$ cat src/hdl/tec_current_pi_controller_assert.svh
// Assertion macros shared by the current regulator RTL.
`ifndef TEC_CURRENT_PI_CONTROLLER_ASSERT_SVH
`define TEC_CURRENT_PI_CONTROLLER_ASSERT_SVH

// The consequent must hold in the same cycle as the antecedent.
`define TCPI_ASSERT_NOW(lbl, ante, cons, msg) \
    lbl: assert property (@(posedge clk) disable iff (!rst_n) (ante) |-> (cons)) \
        else $error(msg);

// The consequent must hold in the cycle after the antecedent.
`define TCPI_ASSERT_NEXT(lbl, ante, cons, msg) \
    lbl: assert property (@(posedge clk) disable iff (!rst_n) (ante) |=> (cons)) \
        else $error(msg);

`endif

$ cat src/hdl/tcpi_pkg.sv
// Types, codes and constants of the current regulator.
package tcpi_pkg;

    // Fixed design constants.
    localparam int BRANCH_LIMIT_PCT = 120;
    localparam int TRIP_LIMIT_PCT   = 130;
    localparam int PROBE_DUTY       = 3277;
    localparam int DEFAULT_DT_MS    = 50;
    localparam int STEP_LSB         = 3277;
    localparam int PI_SHIFT         = 11;   // 256000 = 2^11 * 125
    localparam int PI_ODD_DIV       = 125;
    localparam int BLEED_SHIFT      = 9;
    localparam int MS_PER_S         = 1000;

    // Serial unit sizes.
    localparam int MUL_W     = 52;
    localparam int MUL_STEPS = 16;
    localparam int DIV_W     = 48;
    localparam int CNT_W     = 6;
    localparam int PADDR_W   = 5;

    // Operation codes of an input item.
    localparam logic OP_START = 1'b0;
    localparam logic OP_TICK  = 1'b1;

    // Mode codes.
    localparam logic [2:0] MODE_IDLE  = 3'd0;
    localparam logic [2:0] MODE_WAIT  = 3'd1;
    localparam logic [2:0] MODE_RAMP  = 3'd2;
    localparam logic [2:0] MODE_RUN   = 3'd3;
    localparam logic [2:0] MODE_ERROR = 3'd4;

    // Register indexes.
    localparam logic [2:0] REG_TARGET    = 3'd0;
    localparam logic [2:0] REG_PROP_GAIN = 3'd1;
    localparam logic [2:0] REG_INTEG_GAIN = 3'd2;
    localparam logic [2:0] REG_INTEG_LIM = 3'd3;
    localparam logic [2:0] REG_MIN_DUTY  = 3'd4;
    localparam logic [2:0] REG_MAX_DUTY  = 3'd5;
    localparam logic [2:0] REG_RAMP_LEN  = 3'd6;
    localparam logic [2:0] REG_DETECT    = 3'd7;

    typedef enum logic [2:0] {
        ST_IDLE,
        ST_ERR,
        ST_MUL,
        ST_POST,
        ST_DIV,
        ST_DPOST,
        ST_TRIP,
        ST_OUT
    } state_t;

    typedef enum logic [2:0] {
        JOB_RAMP,
        JOB_ERRDT,
        JOB_PERR,
        JOB_P1000,
        JOB_IACC,
        JOB_BLEED,
        JOB_BPERR,
        JOB_PDT
    } job_t;

endpackage

$ cat src/hdl/tcpi_cmd_if.sv
// Channel interfaces for input items and result items.
interface tcpi_cmd_if;
    logic               valid;
    logic               ready;
    logic               op;
    logic signed [15:0] branch_one_ma;
    logic signed [15:0] branch_two_ma;
    logic        [9:0]  dt_ms;

    modport source (output valid, op, branch_one_ma, branch_two_ma, dt_ms, input ready);
    modport sink   (input valid, op, branch_one_ma, branch_two_ma, dt_ms, output ready);
endinterface

interface tcpi_res_if;
    logic        valid;
    logic        ready;
    logic [15:0] duty;
    logic [2:0]  mode;
    logic        branch_over;

    modport source (output valid, duty, mode, branch_over, input ready);
    modport sink   (input valid, duty, mode, branch_over, output ready);
endinterface

$ cat src/hdl/tec_current_pi_controller.sv
// Top level of the two-branch current regulator with soft start.
//
//  channel | direction | transfer when
//  cmd     | in        | cmd.valid and cmd.ready high at a rising edge
//  res     | out       | res.valid and res.ready high at a rising edge
//  APB     | in        | psel, penable, pwrite high (pready is always high)
//
// A start item, or a tick while no supply is seen, goes straight to the output step.
// A control tick runs the shift-add multiplier for four products (three on a branch
// overshoot) and then the restoring divider; a soft-start tick first runs one more
// product and one more division for the ramp target.
// Reset is asynchronous; no clearing pass is needed.
// A result waits in an output register, so a new item is taken while it stalls.
`include "tec_current_pi_controller_assert.svh"

module tec_current_pi_controller (
    input  logic                         clk,
    input  logic                         rst_n,
    input  logic                         psel,
    input  logic                         penable,
    input  logic                         pwrite,
    input  logic [tcpi_pkg::PADDR_W-1:0] paddr,
    input  logic [31:0]                  pwdata,
    output logic [31:0]                  prdata,
    output logic                         pready,
    tcpi_cmd_if.sink                     cmd,
    tcpi_res_if.source                   res
);
    import tcpi_pkg::*;

    // Configuration registers.
    logic [14:0] tpb_reg;
    logic [15:0] pg_reg, ig_reg, min_reg, max_reg, rlen_reg, thr_reg;
    logic [30:0] ilim_reg;

    // Controller state.
    state_t state_reg, state_next;
    job_t   job_reg, job_next;
    logic [2:0]         mode_reg, mode_next;
    logic signed [31:0] integ_reg, integ_next;
    logic [15:0]        last_reg, last_next;
    logic [15:0]        elapsed_reg, elapsed_next;

    // Item registers.
    logic signed [15:0] b1_reg, b1_next, b2_reg, b2_next;
    logic signed [16:0] total_reg, total_next;
    logic [9:0]         dt_reg, dt_next;
    logic [15:0]        target_reg, target_next;
    logic signed [17:0] err_reg, err_next;
    logic               over_reg, over_next;
    logic signed [MUL_W-1:0] term_reg, term_next;
    logic [15:0]        fin_reg, fin_next;

    // Serial multiplier and divider.
    logic signed [MUL_W-1:0] mul_a_reg, mul_a_next, mul_acc_reg, mul_acc_next;
    logic [15:0]             mul_b_reg, mul_b_next;
    logic [CNT_W-1:0]        cnt_reg, cnt_next;
    logic [16:0]             div_rem_reg, div_rem_next;
    logic [DIV_W-1:0]        div_quo_reg, div_quo_next;
    logic [15:0]             div_den_reg, div_den_next;
    logic                    div_neg_reg, div_neg_next;

    // Output register.
    logic        res_valid_reg, res_valid_next;
    logic [15:0] res_duty_reg, res_duty_next;
    logic [2:0]  res_mode_reg, res_mode_next;
    logic        res_over_reg, res_over_next;

    // Combinational helpers.
    logic               accept, out_free, go_out, go_ramp;
    logic signed [16:0] tot_in;
    logic [9:0]         dt_in;
    logic [16:0]        el_sum;
    logic [15:0]        el_new;
    logic [15:0]        ft;
    logic signed [25:0] lim_rhs, b1_lhs, b2_lhs, trip_lhs, trip_rhs;
    logic signed [MUL_W-1:0] wsum, wlim, wy, wmag, q_wide, q_signed, d_cl, nx;
    logic [17:0]        div_top, div_trial;
    logic signed [16:0] red;

    function automatic logic [15:0] clamp_duty(input logic signed [MUL_W-1:0] x,
                                               input logic [15:0] lo,
                                               input logic [15:0] hi);
        logic [15:0] r;
        if (x < $signed({{(MUL_W-16){1'b0}}, lo}))
            r = lo;
        else if (x > $signed({{(MUL_W-16){1'b0}}, hi}))
            r = hi;
        else
            r = x[15:0];
        return r;
    endfunction

    // Handshake and the configuration port.
    assign pready    = 1'b1;
    assign accept    = cmd.valid && cmd.ready;
    assign out_free  = !res_valid_reg || res.ready;
    assign cmd.ready = (state_reg == ST_IDLE);

    assign res.valid       = res_valid_reg;
    assign res.duty        = res_duty_reg;
    assign res.mode        = res_mode_reg;
    assign res.branch_over = res_over_reg;

    // Register writes take effect on the access cycle.
    always_ff @(posedge clk or negedge rst_n)
    begin
        if (!rst_n)
        begin
            tpb_reg  <= 15'd4000;
            pg_reg   <= 16'd256;
            ig_reg   <= 16'd64;
            ilim_reg <= 31'd1000000;
            min_reg  <= 16'd0;
            max_reg  <= 16'd58982;
            rlen_reg <= 16'd5000;
            thr_reg  <= 16'd200;
        end
        else if (psel && penable && pwrite)
        begin
            case (paddr[4:2])
                REG_TARGET:     tpb_reg  <= pwdata[14:0];
                REG_PROP_GAIN:  pg_reg   <= pwdata[15:0];
                REG_INTEG_GAIN: ig_reg   <= pwdata[15:0];
                REG_INTEG_LIM:  ilim_reg <= pwdata[30:0];
                REG_MIN_DUTY:   min_reg  <= pwdata[15:0];
                REG_MAX_DUTY:   max_reg  <= pwdata[15:0];
                REG_RAMP_LEN:   rlen_reg <= pwdata[15:0];
                REG_DETECT:     thr_reg  <= pwdata[15:0];
                default:        tpb_reg  <= tpb_reg;
            endcase
        end
    end

    // Register read-back.
    always_comb
    begin
        case (paddr[4:2])
            REG_TARGET:     prdata = {17'd0, tpb_reg};
            REG_PROP_GAIN:  prdata = {16'd0, pg_reg};
            REG_INTEG_GAIN: prdata = {16'd0, ig_reg};
            REG_INTEG_LIM:  prdata = {1'b0, ilim_reg};
            REG_MIN_DUTY:   prdata = {16'd0, min_reg};
            REG_MAX_DUTY:   prdata = {16'd0, max_reg};
            REG_RAMP_LEN:   prdata = {16'd0, rlen_reg};
            REG_DETECT:     prdata = {16'd0, thr_reg};
            default:        prdata = 32'd0;
        endcase
    end

    // Decode of an incoming item.
    always_comb
    begin
        tot_in = 17'(cmd.branch_one_ma) + 17'(cmd.branch_two_ma);
        dt_in  = (cmd.dt_ms == 10'd0) ? 10'(DEFAULT_DT_MS) : cmd.dt_ms;
        ft     = {tpb_reg, 1'b0};
        el_sum = {1'b0, elapsed_reg} + {7'd0, dt_in};
        if (mode_reg == MODE_WAIT)
            el_new = 16'd0;
        else if (mode_reg == MODE_RAMP)
            el_new = el_sum[16] ? 16'hFFFF : el_sum[15:0];
        else
            el_new = elapsed_reg;
        go_out  = (cmd.op == OP_START) ||
                  ((mode_reg == MODE_WAIT) &&
                   ($signed({tot_in[16], tot_in}) < $signed({2'b00, thr_reg})));
        go_ramp = ((mode_reg == MODE_WAIT) || (mode_reg == MODE_RAMP)) &&
                  (el_new < rlen_reg);
    end

    // Next state.
    always_comb
    begin
        state_next = state_reg;
        case (state_reg)
            ST_IDLE:
            begin
                if (accept)
                    state_next = go_out ? ST_OUT : (go_ramp ? ST_MUL : ST_ERR);
            end
            ST_ERR:
                state_next = ST_MUL;
            ST_MUL:
            begin
                if (cnt_reg == CNT_W'(MUL_STEPS - 1))
                    state_next = ST_POST;
            end
            ST_POST:
            begin
                if (job_reg == JOB_RAMP || job_reg == JOB_IACC || job_reg == JOB_PDT)
                    state_next = ST_DIV;
                else
                    state_next = ST_MUL;
            end
            ST_DIV:
            begin
                if (cnt_reg == CNT_W'(DIV_W - 1))
                    state_next = ST_DPOST;
            end
            ST_DPOST:
                state_next = (job_reg == JOB_RAMP) ? ST_ERR : ST_TRIP;
            ST_TRIP:
                state_next = ST_OUT;
            ST_OUT:
            begin
                if (out_free)
                    state_next = ST_IDLE;
            end
            default:
                state_next = ST_IDLE;
        endcase
    end

    // Datapath and outputs of each step.
    always_comb
    begin
        job_next     = job_reg;
        mode_next    = mode_reg;
        integ_next   = integ_reg;
        last_next    = last_reg;
        elapsed_next = elapsed_reg;
        b1_next      = b1_reg;
        b2_next      = b2_reg;
        total_next   = total_reg;
        dt_next      = dt_reg;
        target_next  = target_reg;
        err_next     = err_reg;
        over_next    = over_reg;
        term_next    = term_reg;
        fin_next     = fin_reg;
        mul_a_next   = mul_a_reg;
        mul_b_next   = mul_b_reg;
        mul_acc_next = mul_acc_reg;
        cnt_next     = cnt_reg;
        div_rem_next = div_rem_reg;
        div_quo_next = div_quo_reg;
        div_den_next = div_den_reg;
        div_neg_next = div_neg_reg;

        res_valid_next = res_valid_reg && !res.ready;
        res_duty_next  = res_duty_reg;
        res_mode_next  = res_mode_reg;
        res_over_next  = res_over_reg;

        lim_rhs  = $signed({11'd0, tpb_reg}) * 26'(BRANCH_LIMIT_PCT);
        b1_lhs   = 26'(b1_reg) * 26'sd100;
        b2_lhs   = 26'(b2_reg) * 26'sd100;
        trip_lhs = 26'(total_reg) * 26'sd100;
        trip_rhs = $signed({11'd0, tpb_reg}) * 26'(2 * TRIP_LIMIT_PCT);

        wsum     = '0;
        wlim     = $signed({{(MUL_W-31){1'b0}}, ilim_reg});
        wy       = '0;
        wmag     = '0;
        q_wide   = $signed({{(MUL_W-DIV_W){1'b0}}, div_quo_reg});
        q_signed = div_neg_reg ?
                   -(q_wide + MUL_W'(div_rem_reg != 17'd0)) : q_wide;
        d_cl     = '0;
        nx       = '0;
        red      = $signed({1'b0, last_reg}) - 17'(STEP_LSB);

        div_top   = {div_rem_reg, div_quo_reg[DIV_W-1]};
        div_trial = div_top - {2'b00, div_den_reg};

        case (state_reg)
            ST_IDLE:
            begin
                if (accept)
                begin
                    b1_next    = cmd.branch_one_ma;
                    b2_next    = cmd.branch_two_ma;
                    total_next = tot_in;
                    dt_next    = dt_in;
                    over_next  = 1'b0;
                    target_next = ft;
                    fin_next   = clamp_duty(MUL_W'(PROBE_DUTY), min_reg, max_reg);
                    if (cmd.op == OP_START)
                        mode_next = MODE_WAIT;
                    else if (!go_out)
                    begin
                        if (mode_reg == MODE_WAIT || mode_reg == MODE_RAMP)
                        begin
                            elapsed_next = el_new;
                            mode_next    = go_ramp ? MODE_RAMP : MODE_RUN;
                        end
                        // Ramp target is the full target scaled by elapsed time.
                        mul_a_next   = $signed({{(MUL_W-16){1'b0}}, ft});
                        mul_b_next   = el_new;
                        mul_acc_next = '0;
                        cnt_next     = '0;
                        job_next     = JOB_RAMP;
                    end
                end
            end

            ST_ERR:
            begin
                err_next  = $signed({2'b00, target_reg}) - 18'(total_reg);
                over_next = (b1_lhs > lim_rhs) || (b2_lhs > lim_rhs);
                mul_acc_next = '0;
                cnt_next     = '0;
                mul_b_next   = {6'd0, dt_reg};
                if ((b1_lhs > lim_rhs) || (b2_lhs > lim_rhs))
                begin
                    mul_a_next = $signed({{(MUL_W-16){1'b0}}, ig_reg});
                    job_next   = JOB_BLEED;
                end
                else
                begin
                    mul_a_next = MUL_W'($signed({2'b00, target_reg}) - 18'(total_reg));
                    job_next   = JOB_ERRDT;
                end
            end

            ST_MUL:
            begin
                // One multiplier bit per cycle.
                if (mul_b_reg[0])
                    mul_acc_next = mul_acc_reg + mul_a_reg;
                mul_a_next = mul_a_reg <<< 1;
                mul_b_next = mul_b_reg >> 1;
                cnt_next   = cnt_reg + CNT_W'(1);
            end

            ST_POST:
            begin
                mul_acc_next = '0;
                cnt_next     = '0;
                div_rem_next = '0;
                div_neg_next = 1'b0;
                case (job_reg)
                    JOB_RAMP:
                    begin
                        div_quo_next = mul_acc_reg[DIV_W-1:0];
                        div_den_next = rlen_reg;
                    end
                    JOB_ERRDT:
                    begin
                        // Accumulate and clamp the error integral.
                        wsum = MUL_W'(integ_reg) + mul_acc_reg;
                        if (wsum > wlim)
                            wsum = wlim;
                        else if (wsum < -wlim)
                            wsum = -wlim;
                        integ_next = wsum[31:0];
                        mul_a_next = MUL_W'(err_reg);
                        mul_b_next = pg_reg;
                        job_next   = JOB_PERR;
                    end
                    JOB_PERR:
                    begin
                        mul_a_next = mul_acc_reg;
                        mul_b_next = 16'(MS_PER_S);
                        job_next   = JOB_P1000;
                    end
                    JOB_P1000:
                    begin
                        term_next  = mul_acc_reg;
                        mul_a_next = MUL_W'(integ_reg);
                        mul_b_next = ig_reg;
                        job_next   = JOB_IACC;
                    end
                    JOB_IACC:
                    begin
                        wy   = (term_reg + mul_acc_reg) >>> PI_SHIFT;
                        wmag = wy[MUL_W-1] ? -wy : wy;
                        div_quo_next = wmag[DIV_W-1:0];
                        div_neg_next = wy[MUL_W-1];
                        div_den_next = 16'(PI_ODD_DIV);
                    end
                    JOB_BLEED:
                    begin
                        // Bleed off a positive integral after an overshoot.
                        if (integ_reg > 32'sd0)
                        begin
                            wsum = MUL_W'(integ_reg) - (mul_acc_reg >>> BLEED_SHIFT);
                            integ_next = (wsum < 0) ? 32'sd0 : wsum[31:0];
                        end
                        mul_a_next = MUL_W'(err_reg);
                        mul_b_next = pg_reg;
                        job_next   = JOB_BPERR;
                    end
                    JOB_BPERR:
                    begin
                        mul_a_next = mul_acc_reg;
                        mul_b_next = {6'd0, dt_reg};
                        job_next   = JOB_PDT;
                    end
                    JOB_PDT:
                    begin
                        wy   = mul_acc_reg >>> PI_SHIFT;
                        wmag = wy[MUL_W-1] ? -wy : wy;
                        div_quo_next = wmag[DIV_W-1:0];
                        div_neg_next = wy[MUL_W-1];
                        div_den_next = 16'(PI_ODD_DIV);
                    end
                    default:
                        job_next = JOB_RAMP;
                endcase
            end

            ST_DIV:
            begin
                // One restoring quotient bit per cycle.
                if (!div_trial[17])
                    div_rem_next = div_trial[16:0];
                else
                    div_rem_next = div_top[16:0];
                div_quo_next = {div_quo_reg[DIV_W-2:0], !div_trial[17]};
                cnt_next     = cnt_reg + CNT_W'(1);
            end

            ST_DPOST:
            begin
                case (job_reg)
                    JOB_RAMP:
                        target_next = div_quo_reg[15:0];
                    JOB_IACC:
                    begin
                        if (q_signed > MUL_W'(STEP_LSB))
                            d_cl = MUL_W'(STEP_LSB);
                        else if (q_signed < -MUL_W'(STEP_LSB))
                            d_cl = -MUL_W'(STEP_LSB);
                        else
                            d_cl = q_signed;
                        nx        = $signed({{(MUL_W-16){1'b0}}, last_reg}) + d_cl;
                        last_next = clamp_duty(nx, min_reg, max_reg);
                    end
                    default:
                    begin
                        nx        = $signed({{(MUL_W-16){1'b0}}, last_reg}) + q_signed;
                        last_next = clamp_duty(nx, min_reg, max_reg);
                    end
                endcase
            end

            ST_TRIP:
            begin
                // Total overcurrent sets error mode and cuts the duty by one step.
                if (trip_lhs > trip_rhs)
                begin
                    mode_next = MODE_ERROR;
                    if (red < $signed({1'b0, min_reg}))
                        red = $signed({1'b0, min_reg});
                    last_next = red[15:0];
                    fin_next  = clamp_duty(MUL_W'(red), min_reg, max_reg);
                end
                else
                    fin_next = last_reg;
            end

            ST_OUT:
            begin
                if (out_free)
                begin
                    res_valid_next = 1'b1;
                    res_duty_next  = fin_reg;
                    res_mode_next  = mode_reg;
                    res_over_next  = over_reg;
                end
            end

            default:
                fin_next = fin_reg;
        endcase
    end

    // Control registers.
    always_ff @(posedge clk or negedge rst_n)
    begin
        if (!rst_n)
        begin
            state_reg     <= ST_IDLE;
            job_reg       <= JOB_RAMP;
            mode_reg      <= MODE_IDLE;
            integ_reg     <= 32'sd0;
            last_reg      <= 16'd0;
            elapsed_reg   <= 16'd0;
            cnt_reg       <= '0;
            res_valid_reg <= 1'b0;
        end
        else
        begin
            state_reg     <= state_next;
            job_reg       <= job_next;
            mode_reg      <= mode_next;
            integ_reg     <= integ_next;
            last_reg      <= last_next;
            elapsed_reg   <= elapsed_next;
            cnt_reg       <= cnt_next;
            res_valid_reg <= res_valid_next;
        end
    end

    // Payload registers.
    always_ff @(posedge clk)
    begin
        b1_reg       <= b1_next;
        b2_reg       <= b2_next;
        total_reg    <= total_next;
        dt_reg       <= dt_next;
        target_reg   <= target_next;
        err_reg      <= err_next;
        over_reg     <= over_next;
        term_reg     <= term_next;
        fin_reg      <= fin_next;
        mul_a_reg    <= mul_a_next;
        mul_b_reg    <= mul_b_next;
        mul_acc_reg  <= mul_acc_next;
        div_rem_reg  <= div_rem_next;
        div_quo_reg  <= div_quo_next;
        div_den_reg  <= div_den_next;
        div_neg_reg  <= div_neg_next;
        res_duty_reg <= res_duty_next;
        res_mode_reg <= res_mode_next;
        res_over_reg <= res_over_next;
    end

    // Checks on the sequencer.
    `TCPI_ASSERT_NEXT(a_accept_busy, accept, state_reg != ST_IDLE, "item accepted but sequencer idle")
    `TCPI_ASSERT_NOW(a_div_rem, state_reg == ST_DIV, div_rem_reg < {1'b0, div_den_reg}, "divider remainder out of range")
    `TCPI_ASSERT_NEXT(a_out_load, state_reg == ST_OUT && out_free, res_valid_reg, "result not loaded")

endmodule

$ cat src/flat_wrapper.sv
// flat-port wrapper written by rule: the top's interface ports become plain ports
module tec_current_pi_controller_flat import tcpi_pkg::*;
  (clk, rst_n, psel, penable, pwrite, paddr, pwdata, prdata, pready, cmd_valid, cmd_op, cmd_branch_one_ma, cmd_branch_two_ma, cmd_dt_ms, cmd_ready, res_valid, res_duty, res_mode, res_branch_over, res_ready);
  tcpi_cmd_if cmd_i ();
  tcpi_res_if res_i ();
  input  logic clk;
  input  logic rst_n;
  input  logic psel;
  input  logic penable;
  input  logic pwrite;
  input  logic [tcpi_pkg::PADDR_W-1:0] paddr;
  input  logic [31:0] pwdata;
  output logic [31:0] prdata;
  output logic pready;
  input wire logic [$bits(cmd_i.valid)-1:0] cmd_valid;
  input wire logic [$bits(cmd_i.op)-1:0] cmd_op;
  input wire logic [$bits(cmd_i.branch_one_ma)-1:0] cmd_branch_one_ma;
  input wire logic [$bits(cmd_i.branch_two_ma)-1:0] cmd_branch_two_ma;
  input wire logic [$bits(cmd_i.dt_ms)-1:0] cmd_dt_ms;
  output wire logic [$bits(cmd_i.ready)-1:0] cmd_ready;
  output wire logic [$bits(res_i.valid)-1:0] res_valid;
  output wire logic [$bits(res_i.duty)-1:0] res_duty;
  output wire logic [$bits(res_i.mode)-1:0] res_mode;
  output wire logic [$bits(res_i.branch_over)-1:0] res_branch_over;
  input wire logic [$bits(res_i.ready)-1:0] res_ready;
  assign cmd_i.valid = cmd_valid;
  assign cmd_i.op = cmd_op;
  assign cmd_i.branch_one_ma = cmd_branch_one_ma;
  assign cmd_i.branch_two_ma = cmd_branch_two_ma;
  assign cmd_i.dt_ms = cmd_dt_ms;
  assign cmd_ready = cmd_i.ready;
  assign res_valid = res_i.valid;
  assign res_duty = res_i.duty;
  assign res_mode = res_i.mode;
  assign res_branch_over = res_i.branch_over;
  assign res_i.ready = res_ready;
  tec_current_pi_controller u_core (.clk(clk), .rst_n(rst_n), .psel(psel), .penable(penable), .pwrite(pwrite), .paddr(paddr), .pwdata(pwdata), .prdata(prdata), .pready(pready), .cmd(cmd_i), .res(res_i));
endmodule
$ cat config.mk
export PLATFORM = sky130hd
export DESIGN_NAME = tec_current_pi_controller_flat
export DESIGN_NICKNAME = d
export VERILOG_FILES = /design/src/hdl/tcpi_pkg.sv /design/src/hdl/tcpi_cmd_if.sv /design/src/hdl/tec_current_pi_controller.sv /design/src/flat_wrapper.sv
export VERILOG_INCLUDE_DIRS = /design/src /design/src/hdl
export SDC_FILE = /design/constraint.sdc
export NUM_CORES = 2
export LEC_CHECK = 0
export ABC_AREA = 1
export BUFFER_PORTS_ARGS = -buffer_cell sky130_fd_sc_hd__clkbuf_2
export CAP_MARGIN = 20
export CORE_MARGIN = 2
export CORE_UTILIZATION = 31
export CTS_CLUSTER_SIZE = 8
export DETAILED_ROUTE_END_ITERATION = 8
export GPL_ROUTABILITY_DRIVEN = 0
export SYNTH_ARGS = -nofsm -noshare
export SYNTH_HDL_FRONTEND = slang
export SYNTH_SLANG_ARGS = --single-unit
$ cat constraint.sdc
create_clock -name clk -period 23 [get_ports clk]
set_clock_uncertainty 0.2 [all_clocks]
set_input_delay 2.3 -clock clk [delete_from_list [all_inputs] [get_ports clk]]
set_output_delay 2.3 -clock clk [all_outputs]
set_load 0.005 [all_outputs]
Word-level counts from Yosys, hierarchy flattened
Index checks and enable logic that the tools add are counted.
- bits in registers: 606
- ROM bits: 0
- word-level logic and storage cells: 273
- memories: 0
- bits in writable memories: 0
- input bits: 87
- output and inout port bits: 55
- latch bits: 0
- eq/ne operators: 42
- bitwise operators: 2
- $mul: 5
- magnitude comparators: 20
- add/sub/neg operators: 18
- shift-type cells: 0
- div/mod/pow operators: 0
- reductions and logical operators: 62
- mux-type cells: 89
- operators by type and width (operator ; number):
    52-bit 2-to-1 mux ; 13
    52-bit case mux with 3 select lines ; 2
    16-bit 2-to-1 mux ; 19
    32-bit case mux with 8 select lines ; 1
    52-bit case mux with 4 select lines ; 1
    16-bit case mux with 2 select lines ; 5
    48-bit case mux with 3 select lines ; 1
    32-bit 2-to-1 mux ; 4
    16-bit case mux with 4 select lines ; 2
    17-bit by 52-bit adder with 52-bit output ; 2
    52-bit adder ; 2
    52-bit by 17-bit greater-than comparator with 1-bit output ; 2
    52-bit by 17-bit less-than comparator with 1-bit output ; 2
    48-bit 2-to-1 mux ; 2
    41-bit negation with 48-bit output ; 2
    48-bit case mux with 2 select lines ; 1
    26-bit greater-than comparator ; 3
    17-bit 2-to-1 mux ; 4
    32-bit case mux with 2 select lines ; 1
    32-bit by 52-bit adder with 52-bit output ; 1
    52-bit by 13-bit greater-than comparator with 1-bit output (second input constant) ; 1
    52-bit by 32-bit greater-than comparator with 1-bit output ; 1
    52-bit by 1-bit less-than comparator with 1-bit output (second input constant) ; 1
    52-bit by 13-bit less-than comparator with 1-bit output (second input constant) ; 1
    other kinds (60) ; 164

Logic depth before layout (Yosys ltp)
- depth after elaboration: 15
- mapped depth: 66
- gate-level depth less buffers: 64

Least setup slack after synthesis
No wires, ideal clock.
- path type: register -> register
- start point: register u_core.div_rem_reg[15]
- end point: register u_core.last_reg[15]
- setup time: 0.117 ns
- arrival: 8.297 ns
- setup slack: 14.386 ns
- required time: 22.683 ns
- path buffers: 3
- stages on the path, launching flop included: 60
- clock period less this slack: 8.614 ns
- path through: edfxtp_1 > nor2_1 > nand3_1 > nor3_1 > nand4_1 > ha_1 > ha_1 > inv_1 > ha_1 > inv_1 > a21oi_1 > nand3_1 > nor2_1 > nand3_2 > clkinv_1 > nand3_2 > nor2_4 > nand2_1 > [... 24 more ...] > inv_1 > o21ai_0 > xor2_1 > ha_1 > nand2_1 > or3_1 > o221a_2 > o221ai_1 > nor3_1 > nand2_2 > nand3_4 > buf_12 > nand2_2 > nand2_1 > o21ai_1 > nand2_1 > nand2_1 > nand2_1
- longest elaborated chain between the ends: 15
- elaborated cells between the ends (all ways): 22
- those cells by class: add/sub (4); order compare (6); mux (11); reduce/logical (1)
- ends and longest elaborated chain (element ; line ; RTL):
    start, declared ; tec_current_pi_controller.sv:58 ; logic [16:0] div_rem_reg, div_rem_next;
    start signal, assigned ; tec_current_pi_controller.sv:510 ; div_rem_reg <= div_rem_next;
    17-bit nonzero test * ; tec_current_pi_controller.sv:257 ; -(q_wide + MUL_W'(div_rem_reg != 17'd0)) : q_wide;
    48-bit by 1-bit adder with 49-bit output * ; tec_current_pi_controller.sv:257 ;
    52-bit negation * ; tec_current_pi_controller.sv:257 ;
    52-bit 2-to-1 mux * ; tec_current_pi_controller.sv:256 ; q_signed = div_neg_reg ?
    52-bit by 13-bit less-than comparator with 1-bit output ; tec_current_pi_controller.sv:422 ; else if (q_signed < -MUL_W'(STEP_LSB))
    52-bit 2-to-1 mux ; tec_current_pi_controller.sv:422 ;
    52-bit 2-to-1 mux ; tec_current_pi_controller.sv:420 ; if (q_signed > MUL_W'(STEP_LSB))
    52-bit 2-to-1 mux ; tec_current_pi_controller.sv:415 ; case (job_reg)
    52-bit 2-to-1 mux ; tec_current_pi_controller.sv:265 ; case (state_reg)
    17-bit by 52-bit adder with 52-bit output ; tec_current_pi_controller.sv:426 ; nx = $signed({{(MUL_W-16){1'b0}}, last_reg}) + d_cl;
    52-bit by 17-bit greater-than comparator with 1-bit output ; tec_current_pi_controller.sv:87 ; else if (x > $signed({{(MUL_W-16){1'b0}}, hi}))
    16-bit 2-to-1 mux ; tec_current_pi_controller.sv:87 ;
    16-bit 2-to-1 mux ; tec_current_pi_controller.sv:85 ; if (x < $signed({{(MUL_W-16){1'b0}}, lo}))
    16-bit case mux with 2 select lines * ; tec_current_pi_controller.sv:415 ;
    16-bit case mux with 2 select lines * ; tec_current_pi_controller.sv:265 ;
    end signal, assigned ; tec_current_pi_controller.sv:488 ; last_reg <= last_next;
    end, declared ; tec_current_pi_controller.sv:41 ; logic [15:0] last_reg, last_next;
Mark *: on every way between the ends. The rest lies on a longest branch, timed or not. The select of a mux whose other input is x is not followed.
A chain may end at the register's enable or synchronous reset.

Worst setup path in the final report
- start point: register u_core.div_rem_reg[11]
- end point: register u_core.last_reg[1]
Same word-level chain as after synthesis.

==> results.md <==
- EDFF count, synth: 384
- Vias per inst: 5.340
- Layout area overhead: 10.01%
- Largest net degree at the start of global routing: 94
- Worst-margin pin slew: 1.070 ns
- Util after Layout: 34.40%
- HP Class: flop to flop
- Critical path's most frequent cell: nand2_1
- Ratio of cells with drive above 1 in the final layout: 6.511%
- Vias in the first global route: 57250
- Pre-CTS setup slack: 11.79 ns
- Worst-case reg-to-reg path depth: 54
- # nets final: 9503
- Yosys warning total: 0
- Clock slew at reported path FFs: 0.06 ns
- RSZ-0062 raised after global routing: no
- Largest cells by area after synthesis: edfxtp_1 18%, ha_1 15%, nand2_1 10%
- Most numerous cell in the Yosys netlist: nand2_1
- CP endpoint kind: flop
- # rows: 164
- # fillers: 21260
- DR iter-0 viols: 5589
- CTS Hold Bufs: 0
- I/O pin count: 142
- Setup total negative slack: 0 ns
- Post-synthesis cell count: 8488
- Die area: 205600 µm²
- Initial Util: 31.27%
- Status: completed
- Post-CTS sizing: 0
- Area leader, netlist: edfxtp_1
- Seq/Total Area, Yosys: 27.35%
- Area of the core: 200300 µm²
- Post-Route WL: 215800 µm
- I/O Buffers: 136
- Slew margin rel.: 27.94%
- Gr usage total: 20.45%
- Critical Path Start: u_core.div_rem_reg[11]
- Met2 Usage GRT: 34.16%
- Die H: 453.5 µm
- Max-cap violations: 0
- Crit path required time: 23.40 ns
- Routed vias: 60290
- F_max: 0.09105 GHz
- Setup ws final: 12.02 ns
- CP max stage cell: ha_1
- Post-DP HPWL: 172100 µm
- ANT nets after route: 0
- DRC Markers: 0
- Bufs on Longest Clock Path: 3
- Clock sink total: 606
- Hold EP: u_core.res.duty[4]
- Busiest grt layer: met2
- Drt first pass iters: 7
- Crit path kind: flop to flop
- Yosys reg bits: 606
- Reg2reg end: u_core.last_reg[1]
- CP peak stage delay: 0.61 ns
- Distinct cells, synth: 84
- Crit start category: flop
- Mapped Area: 62620 µm²
- Pins Over Slew Limit: 0
- Synth cell count leaders: 1679 x nand2_1, 1216 x inv_1, 772 x ha_1, 766 x a21oi_1, 733 x nor2_1
- First-pass GRT wire length: 330800 µm
- Final setup violation count: 0
- Met1 global-route usage: 25.26%
- Worst-Skew Late Latency: 0.72 ns
- Mapped Nets: 9427
- Clock Root Buffer: clkbuf_16
- Main synth FF type: edfxtp_1
- Hold Path Origin: u_core.fin_reg[4]
- Setup bufs post-CTS: 0
- FF-to-FF setup slack: 12.02 ns
- Fin crit period: 10.98 ns
- WP data arrival: 11.38 ns
- H-tree depth: 3
- Non-Filler Instances: 11290
- WHS Path Cells: 0
- Hold Fails Final Rpt: 0
- Initial antenna violation count: 8
- Placed insts: 11130
- Async S/R FF share, synth: 36.63%
- CTS buffer count: 87
- Die Width: 453.5 µm
- Share of the synthesized area in the top cell type: 18.41%
- CTS tree: built
- Routed wire per std cell: 19.11 µm
- Final period util: 47.75%
- Worst-path maximum fanout: 27
- Syn_area_per_cell: 7.378 µm²
- Worst r2r src: u_core.div_rem_reg[11]
- Met3 usage: 2.802%
- Grt ovf: 0
how the worst max path moves through the flow:
| stage | to | slack (ns) | cells after the start |
|---|---|---|---|
| 5_1_grt | u_core.last_reg[5] | 10.98 | 54 |
| 6_report | u_core.last_reg[1] | 12.02 | 54 |
| 4_1_cts | u_core.last_reg[1] | 11.74 | 53 |
| 3_5_place_dp | u_core.last_reg[1] | 11.79 | 53 |
| 3_3_place_gp | u_core.last_reg[5] | 11.94 | 53 |
| 2_1_floorplan | u_core.last_reg[15] | 14.39 | 59 |
cell type report:
class                   count  area, µm²  share of cell area (%)
diodes                      4      10.01                 0.01453
clock buffers             147       2452                   3.560
clock inverters             9      171.4                  0.2488
inverters                1238       4649                   6.749
multi-input cells        6420      39860                   57.86
flip-flops and latches    606      17130                   24.86
well taps                2656       3323                   4.824
repair buffers            211       1301                   1.889
critical path, delay by kind of cell (launching register included):
| family | cells | cell delay [ns] |
|---|---|---|
| xor gates and xnor gates | 1 | 0.42 |
| buffers and inverters | 7 | 0.94 |
| DFF | 1 | 0.42 |
| and+or+nand+nor | 29 | 4.59 |
| AOI/OAI and AO/OA | 11 | 2.36 |
| adders and majority gates | 6 | 1.94 |
cells in the final DEF, fill, tap and decap left out, drive strengths merged, types with 190 or more instances in the layout:
cell type / Yosys / final
nand2: 1734 / 1734
inv: 1226 / 1228
nor2: 797 / 797
ha: 772 / 772
a21oi: 768 / 768
o21ai: 615 / 615
nand3: 386 / 386
edfxtp: 384 / 384
clkbuf: 173 / 282
xor2: 255 / 255
dfrtp: 190 / 190
per-stage QoR:
step	hold slack (ns)	area, µm²
global route	0.2401	68890
global placement	0.2078	66170
detailed placement	0.2045	66170
CTS	0.2129	68800
floorplan	0.2003	62620
finish	0.2146	68890
routing by layer:
layer	routed length, µm	up-vias
met5	69	-
li1	-	29030
met1	87750	28420
met4	13790	12
met2	99770	2304
met3	14390	527
logic make-up (layout without fill, tap and decap cells):
logic type,after synthesis,in the layout,synth area share [%]
AND/OR/NAND/NOR,3262,3262,22.48
AO/OA/AOI/OAI,1953,1953,18.12
buffers and inverters,1462,1605,9.147
adder cells (fa/ha/maj),852,852,17.98
flip-flops,606,606,27.35
XOR/XNOR,351,351,4.909
other,2,6,0.01199
Power is not shown: default switching activity piles up to over one toggle a cycle in this logic, so the estimate is an artifact.
